## src/hdl/mtr_pkg.sv

```systemverilog
// ----------------------------------------------------------------------------
// Media timestamp repair package
// Shared constants, register codes, state types and helpers.
// ----------------------------------------------------------------------------
package mtr_pkg;

	localparam int REG_W      = 20;
	localparam int CFG_IDX_W  = 2;
	localparam int SCALE_W    = 2 * REG_W;
	localparam int DIGIT_W    = 8;
	localparam int NUM_DIGITS = SCALE_W / DIGIT_W;

	localparam int JUMP_LIMIT = 90000;
	localparam int GAP_LIMIT  = 90000 * 10;
	localparam int GAP_CAP    = 90000 * 5;

	localparam logic [REG_W-1:0] IN_NUM_RST  = REG_W'(1);
	localparam logic [REG_W-1:0] IN_DEN_RST  = REG_W'(90000);
	localparam logic [REG_W-1:0] OUT_NUM_RST = REG_W'(1);
	localparam logic [REG_W-1:0] OUT_DEN_RST = REG_W'(90000);

	typedef enum logic [CFG_IDX_W-1:0] {
		CFG_IN_NUM,
		CFG_IN_DEN,
		CFG_OUT_NUM,
		CFG_OUT_DEN
	} cfg_idx_t;

	typedef struct packed {
		logic back;
		logic jump;
	} rep_flags_t;

	typedef enum logic [2:0] {
		R_IDLE,
		R_FILL,
		R_POSP,
		R_POSD,
		R_CMP,
		R_FIX,
		R_DONE
	} rep_state_t;

	typedef enum logic [2:0] {
		S_IDLE,
		S_MUL,
		S_RND,
		S_CHK,
		S_DIV,
		S_DONE
	} scl_state_t;

	typedef enum logic [3:0] {
		T_IDLE,
		T_REP,
		T_SP,
		T_WP,
		T_SD,
		T_WD,
		T_CLAMP,
		T_GAP,
		T_OUT
	} top_state_t;

	function automatic logic [REG_W-1:0] nz_reg(input logic [REG_W-1:0] r);
		return (r == '0) ? REG_W'(1) : r;
	endfunction

endpackage

```

## src/hdl/mtr_rescale.sv

```systemverilog
// ----------------------------------------------------------------------------
// Digit-serial rescale unit
// Computes round(x * b / c) for a positive x: byte-serial multiply, then
// bit-serial restoring division, saturating to the positive timestamp range.
// ----------------------------------------------------------------------------
module mtr_rescale #(
	parameter int TS_WIDTH = 48
) (
	input  logic                          clk,
	input  logic                          arst_n,
	input  logic                          start,
	input  logic [TS_WIDTH-2:0]           x,
	input  logic [mtr_pkg::SCALE_W-1:0]   b,
	input  logic [mtr_pkg::SCALE_W-1:0]   c,
	output logic                          done,
	output logic [TS_WIDTH-2:0]           y
);

	localparam int MAG_W = TS_WIDTH - 1;
	localparam int DW    = TS_WIDTH + mtr_pkg::SCALE_W;
	localparam int PW    = MAG_W + mtr_pkg::DIGIT_W;
	localparam int HW    = DW - MAG_W;
	localparam int SW    = mtr_pkg::SCALE_W;
	localparam int CW    = $clog2(TS_WIDTH);

	mtr_pkg::scl_state_t state_q, state_d;
	logic [CW-1:0]     cnt_q;
	logic [MAG_W-1:0]  a_q, sh_q;
	logic [SW-1:0]     b_q, c_q, rem_q;
	logic [DW-1:0]     acc_q;
	logic              sat_q;
	logic [PW-1:0]     prod;
	logic              over;
	logic [SW:0]       trial;
	logic              ge;
	logic              mul_last, div_last;

	assign prod     = PW'(a_q) * PW'(b_q[SW-1 -: mtr_pkg::DIGIT_W]);
	assign over     = acc_q[DW-1:MAG_W] >= HW'(c_q);
	assign trial    = {rem_q, sh_q[MAG_W-1]};
	assign ge       = trial >= {1'b0, c_q};
	assign mul_last = (cnt_q == CW'(mtr_pkg::NUM_DIGITS - 1));
	assign div_last = (cnt_q == CW'(MAG_W - 1));

	always_comb begin
		state_d = state_q;
		case (state_q)
			mtr_pkg::S_IDLE: if (start) state_d = mtr_pkg::S_MUL;
			mtr_pkg::S_MUL:  if (mul_last) state_d = mtr_pkg::S_RND;
			mtr_pkg::S_RND:  state_d = mtr_pkg::S_CHK;
			mtr_pkg::S_CHK:  state_d = over ? mtr_pkg::S_DONE : mtr_pkg::S_DIV;
			mtr_pkg::S_DIV:  if (div_last) state_d = mtr_pkg::S_DONE;
			mtr_pkg::S_DONE: state_d = mtr_pkg::S_IDLE;
			default:         state_d = mtr_pkg::S_IDLE;
		endcase
	end

	always_comb begin
		done = (state_q == mtr_pkg::S_DONE);
		y    = sat_q ? {MAG_W{1'b1}} : sh_q;
	end

	always_ff @(posedge clk or negedge arst_n) begin
		if (!arst_n) begin
			state_q <= mtr_pkg::S_IDLE;
			cnt_q   <= '0;
		end else begin
			state_q <= state_d;
			if (state_q == mtr_pkg::S_MUL || state_q == mtr_pkg::S_DIV) begin
				cnt_q <= cnt_q + CW'(1);
			end else begin
				cnt_q <= '0;
			end
		end
	end

	always_ff @(posedge clk) begin
		case (state_q)
			mtr_pkg::S_IDLE: begin
				if (start) begin
					a_q   <= x;
					b_q   <= b;
					c_q   <= c;
					acc_q <= '0;
					sat_q <= 1'b0;
				end
			end
			mtr_pkg::S_MUL: begin
				acc_q <= (acc_q << mtr_pkg::DIGIT_W) + DW'(prod);
				b_q   <= b_q << mtr_pkg::DIGIT_W;
			end
			mtr_pkg::S_RND: begin
				acc_q <= acc_q + DW'(c_q >> 1);
			end
			mtr_pkg::S_CHK: begin
				sat_q <= over;
				rem_q <= acc_q[MAG_W +: SW];
				sh_q  <= acc_q[MAG_W-1:0];
			end
			mtr_pkg::S_DIV: begin
				rem_q <= ge ? SW'(trial - {1'b0, c_q}) : trial[SW-1:0];
				sh_q  <= {sh_q[MAG_W-2:0], ge};
			end
			default: ;
		endcase
	end

endmodule

```

## config.mk

```make
export PLATFORM = sky130hd
export DESIGN_NAME = mtr_rescale
export DESIGN_NICKNAME = d
export VERILOG_FILES = /design/src/hdl/mtr_pkg.sv /design/src/hdl/mtr_rescale.sv
export SDC_FILE = /design/constraint.sdc
export NUM_CORES = 2
export LEC_CHECK = 0
export BUFFER_PORTS_ARGS = -buffer_cell sky130_fd_sc_hd__buf_2
export CORE_ASPECT_RATIO = 0.7
export CORE_MARGIN = 5
export CORE_UTILIZATION = 40
export DETAILED_ROUTE_END_ITERATION = 10
export PLACE_DENSITY = 0.67
export SYNTH_ARGS = -nofsm -noshare
export SYNTH_HDL_FRONTEND = slang
export SYNTH_SLANG_ARGS = --single-unit
```

## constraint.sdc

```tcl
create_clock -name clk -period 8.75 [get_ports clk]
set_input_delay 0.4375 -clock clk [delete_from_list [all_inputs] [get_ports clk]]
set_output_delay 0.4375 -clock clk [all_outputs]
set_load 0.005 [all_outputs]
```

Word level (Yosys, flattened, before mapping) --
Index checks and enable logic that the tools add are counted.
Operators by class: add/subtract/negate cells 4, multipliers 1, $lt $le $gt $ge 2, equal/unequal tests 10, multiplexer cells 16, reduce and logical (&&, ||, !) cells 11
Operator list (number):
- case mux 88 bit (3 select lines) | 1
- case mux 40 bit (2 select lines) | 2
- case mux 47 bit (2 select lines) | 1
- adder 88 x 39 -> 88 bit | 1
- adder 88 x 55 -> 88 bit | 1
- two-way mux 88 bit | 1
- greater-or-equal comparator 41 x 40 -> 1 bit | 2
- two-way mux 40 bit | 2
- multiplier 47 x 8 -> 55 bit | 1
- two-way mux 47 bit | 1
- subtractor 40 bit | 1
- case mux 3 bit (5 select lines) | 1
- two-way mux 3 bit | 3
- AND reduction 2 bit | 4
- adder 6 x 1 -> 6 bit (second input constant) | 1
- equality test 3 x 2 -> 1 bit (second input constant) | 2
- equality test 3 bit (second input constant) | 2
- equality test 6 x 3 -> 1 bit (second input constant) | 1
- equality test 6 bit (second input constant) | 1
- two-way mux 6 bit | 1
- != test 2 bit (second input constant) | 3
- nonzero test 2 bit | 3
- equality test 3 x 1 -> 1 bit (second input constant) | 1
- logical NOT 3 bit | 1
- 5 further kinds | 6
Storage, ports and cells: bits in registers 312, input port bits 130, logic and storage cells 53

Longest topological paths before layout --
depth in word-level cells 3, depth in mapped cells 24, depth with buffers taken out 20

Least setup slack after synthesis --
OpenSTA, ideal clock, no wires.
path type flip-flop to flip-flop, start point reg state_q[1], end point reg acc_q[0], enable pin, arrival 7140 ps, slack 945 ps, stages on the path, launching flop included 4, clock period less this slack 7805 ps, path through dfrtp_1 clkbuf_1 nor3_1 a211oi_1
On the way: longest elaborated chain between the ends 3, elaborated cells on any way between the ends 6, those cells by class 3 x eq/ne; 3 x reduce/logical
RTL lines:
- start, declared | line mtr_rescale.sv:26 | mtr_pkg::scl_state_t state_q, state_d;
- start signal, assigned | line mtr_rescale.sv:65 | state_q <= mtr_pkg::S_IDLE;
- start signal, assigned | line mtr_rescale.sv:68 | state_q <= state_d;
- equality test 3 x 1 -> 1 bit, or another cell as far along | line mtr_rescale.sv:78 | case (state_q)
- nonzero test 3 bit (no source line) / != test 2 bit (equally long branches)
- AND reduction 2 bit (no source line) *
- end signal, assigned | line mtr_rescale.sv:89 | acc_q <= (acc_q << mtr_pkg::DIGIT_W) + DW'(prod);
- end signal, assigned | line mtr_rescale.sv:93 | acc_q <= acc_q + DW'(c_q >> 1);
- end, declared | line mtr_rescale.sv:30 | logic [DW-1:0] acc_q;
Mark *: on every way between the ends. The rest lies on a longest branch, timed or not. A chain may end at the register's enable or synchronous reset.

Worst setup path after layout --
start point reg b_q[33], end point reg acc_q[77] (data pin)
On the way: longest elaborated chain between the ends 3
RTL lines:
- start, declared | line mtr_rescale.sv:29 | logic [SW-1:0] b_q, c_q, rem_q;
- start signal, assigned | line mtr_rescale.sv:90 | b_q <= b_q << mtr_pkg::DIGIT_W;
- multiplier 47 x 8 -> 55 bit | line mtr_rescale.sv:38 | assign prod = PW'(a_q) * PW'(b_q[SW-1 -: mtr_pkg::DIGIT_W]);
- adder 88 x 55 -> 88 bit | line mtr_rescale.sv:89
- case mux 88 bit (3 select lines) | line mtr_rescale.sv:78
Every way passes these cells.

==> flow_results.org <==
** Cells and area
- Fill cells in the final layout number 7,966.
- Leaving out fill and tap cells, the most frequent cell in the layout is sky130_fd_sc_hd__inv_1.
- Fraction of final layout cells with drive strength greater than 1 :: between 10% and 20%
- Highest-count cells in the layout ignoring fill and taps :: 483 x sky130_fd_sc_hd__inv_1, 407 x sky130_fd_sc_hd__nand2_1, 318 x sky130_fd_sc_hd__fa_1
- Area added between synthesis and finish :: 10.0%
- Nets :: 4,284
- At the end of the flow the core is filled with cells to 44.1%.
- 0 antenna diodes ended up in the layout.
- Final non-filler cell area :: 36,200 um^2

** Logic synthesis
- Net count of the mapped netlist :: 4,169
- Cell area after synthesis :: 32,900 um^2
- Summed over its instances, the top area cell type makes up 27.7% of the synthesized netlist area.
- For this run, the leading register cell type out of synthesis is sky130_fd_sc_hd__edfxtp_1.
- During synthesis, Yosys emitted a total of 0 warnings.
- In the post-synthesis netlist, the biggest area contributors are sky130_fd_sc_hd__edfxtp_1 28%, sky130_fd_sc_hd__fa_1 19%, sky130_fd_sc_hd__ha_1 7.8%.
- Async S/R FF share, synth :: 2.88%
- Yosys reg bits :: 312
- Counting every instance in the synthesized netlist gives 3,516.
- Yosys mapped the design onto 96 distinct sky130hd cell types.
- Sequential cell area fraction in the yosys report :: 28.3%
- In this run, synthesis inferred 303 flip-flops with an integrated enable.
- Yosys top cell by area :: sky130_fd_sc_hd__edfxtp_1
- Per-instance average area after synthesis :: 9.36 um^2

** STA
- Final hold viol count :: 0
- Setup total negative slack on the finished layout was measured at 0 ps.
- The worst path in the final design needs a cycle of 7310 ps, including I/O delays and setup.
- Worst Tran Pin Value :: 1180 ps
- Max_slew headroom :: 21.6%
- Derived from the worst setup path, the maximum achievable clock frequency is 137 MHz.
- Fraction of the cycle the final worst path needs :: 83.5%
- Slack of the critical path :: 1440 ps
- Setup violations remaining at the end of the flow were counted as 0.
- Setup repair after global routing missed its margin :: no
- Count of final max-slew check failures :: 0
- Final Skew :: 34.6 ps

** CTS
- The clock net in this run drives a total of around 310 sinks.
- Post-cts repair resize count :: 0
- Cell at the root of the clock tree :: sky130_fd_sc_hd__clkbuf_16
- Clock-pin slew was measured on the worst setup and hold paths at 60 ps.
- Clock tree synthesis inserted a total of 39 buffers.
- The clock passes through at most 3 buffers.
- Worst skew pair latency :: a little under 600 ps
- TritonCTS built the clock tree.
- H-tree lvl count :: 2

** Critical path
- Worst reg2reg endpoint :: acc_q[77]
- Kind of critical path :: reg2reg
- Of all nets on the critical path, the largest fanout is 27.
- The worst setup path is launched from a flop.
- Required time of the critical path :: 9040 ps
- Following the worst setup path forward leads to its endpoint at acc_q[77].
- STA classifies the critical path endpoint as a flop.
- The worst register-to-register path has a depth of 20.
- Data arrival time at the worst-slack endpoint :: 7600 ps
- Tracing the worst setup path back leads to its startpoint at b_q[33].
- Worst r2r src :: b_q[33]
- Across all register-to-register paths, the minimum setup slack is 1440 ps.

** Drt
- The first TritonRoute pass finished after 5 iterations.
- After detailed routing, the number of remaining DRC violations is 0.
- Wire length per cell after detailed routing :: slightly below 20 um
- Routed via count divided by cell count :: about 5.5
- Number of design-rule violations left by the first detailed-router iteration :: approximately 2,400
- Overall routed net length :: 93.4 mm
- Count of vias placed by the detailed router :: about 26,000
- The detail route stage leaves a number of antenna-violating nets equal to 0.

** Status
- The run finished with clean final reports.

** Global routing
- Entering global routing, the biggest net connects 84 pins.
- Wire length of the first global-routing pass :: 147 mm
- The initial antenna violation count is 2.
- Total Routing Usage GR :: 20.9%
- The via count of the first global-routing pass was approximately 25,000.
- After global routing the overflow that remains totals 0.

** Die
- In this run the horizontal extent of the chip is 353 um.
- 178 I/O pins were placed.
- Die extent in y :: around 250 um
- Total core area :: 82,000 um^2
- Starting utilization of the core area :: 40.1%
- Die footprint :: 88,200 um^2
- After floorplanning, the core was divided into 88 placement rows.

** Placed design
- Routability cong. :: between 0.9 and 1
- Quantity of I/O buffers inserted on ports :: ~180
- The wire-length estimate of the detail-placed layout is 72.4 mm.
- Post-placement setup slack :: 1710 ps
- In this run the cell area measured after placement is approximately 35,000 um^2.

** Worst hold path
- Number of instances on the worst hold path :: 1
- The worst hold path belongs to the class in2reg.

** Job
- Max-capacitance violation count :: 0
## layer usage
metal	vias up	wire length, um	track usage, %
met5	-	13	0
met4	2	2230	4.68
met3	122	9060	4.98
met2	1075	39100	30.4
met1	12600	43100	31.5
li1	12000	-	-
## worst min-delay path by stage
| stage | startpoint | endpoint |
|---|---|---|
| 2_1_floorplan | arst_n | cnt_q[0] |
| 6_report | c[34] | c_q[34] |
| 4_1_cts | c[3] | c_q[3] |
| 3_3_place_gp | arst_n | cnt_q[3] |
| 5_1_grt | x[34] | a_q[34] |
| 3_5_place_dp | arst_n | cnt_q[0] |
## through the flow
step	std cells	hold WS, ps
3_5_place_dp	4640	311
4_1_cts	4739	0.692
3_3_place_gp	4640	303
5_1_grt	4739	6.67
6_report	4739	29.2
2_1_floorplan	3516	142
## layout make-up
cell class / count / area, um^2 / area share (%)
Clock inverter: 23 / 235 / 0.650
Multi-Input combinational cell: 2564 / 21100 / 58.3
Clock buffer: 46 / 1020 / 2.83
Tap cell: 1080 / 1350 / 3.73
Inverter: 483 / 1810 / 5.01
Timing Repair Buffer: 231 / 1370 / 3.77
Sequential cell: 312 / 9320 / 25.8
## worst max-delay path: stages (launching register included)
cell	delay, ps
sky130_fd_sc_hd__edfxtp_1	1130
sky130_fd_sc_hd__buf_4	390
sky130_fd_sc_hd__nand2_1	120
sky130_fd_sc_hd__fa_1	530
sky130_fd_sc_hd__inv_1	60
sky130_fd_sc_hd__fa_1	460
sky130_fd_sc_hd__fa_1	500
sky130_fd_sc_hd__inv_1	60
sky130_fd_sc_hd__fa_1	540
sky130_fd_sc_hd__inv_1	40
sky130_fd_sc_hd__ha_1	390
sky130_fd_sc_hd__and4_1	240
sky130_fd_sc_hd__nand3_1	80
sky130_fd_sc_hd__o211ai_1	530
sky130_fd_sc_hd__nand4_1	200
sky130_fd_sc_hd__a31oi_1	490
sky130_fd_sc_hd__o31ai_1	230
sky130_fd_sc_hd__o221ai_2	490
sky130_fd_sc_hd__a31oi_1	200
sky130_fd_sc_hd__xor2_1	180
sky130_fd_sc_hd__o22ai_1	100
## cells in the mapped netlist, drive strengths merged (9+ instances only)
master	instances
edfxtp	303
inv	483
a21oi	197
nor2b	18
o211ai	9
xnor2	99
nand4	59
fa	318
dfrtp	9
nor3	44
o21ai	138
and4	11
o21bai	18
a31oi	16
buf	30
nor2	128
nor4	16
a211oi	10
and2	297
xor2	103
and3	24
a21boi	9
nand3	67
clkbuf	126
nand2	409
nand2b	11
or2	57
a21o	95
o31ai	9
o21a	28
o22ai	80
ha	205
## sequential cells by signal, summed over array words and instances, names as in the netlist
signal	flops
c_q	40
rem_q	40
acc_q	88
state_q	3
sat_q	1
b_q	40
a_q	47
cnt_q	6
sh_q	47
## logic make-up (layout without fill, tap and decap cells)
family          count (synthesis)  in the layout  synth area share [%]
mux                             1              1                0.0304
buf+inv                       640            783                  7.68
fa+ha+maj                     523            523                  27.1
flops                         312            312                  28.3
xor+xnor                      202            202                  5.38
compound gates                674            674                  13.2
simple gates                 1164           1164                  18.2
## timing repair
action                                 CTS  global route
setup buffers                            0             0
endpoints found under the hold margin   38             0
hold buffers                            30             0
Power is left out: the tool's default activity adds up to more than one toggle a clock period on the data nets, which glitch-free logic cannot reach.
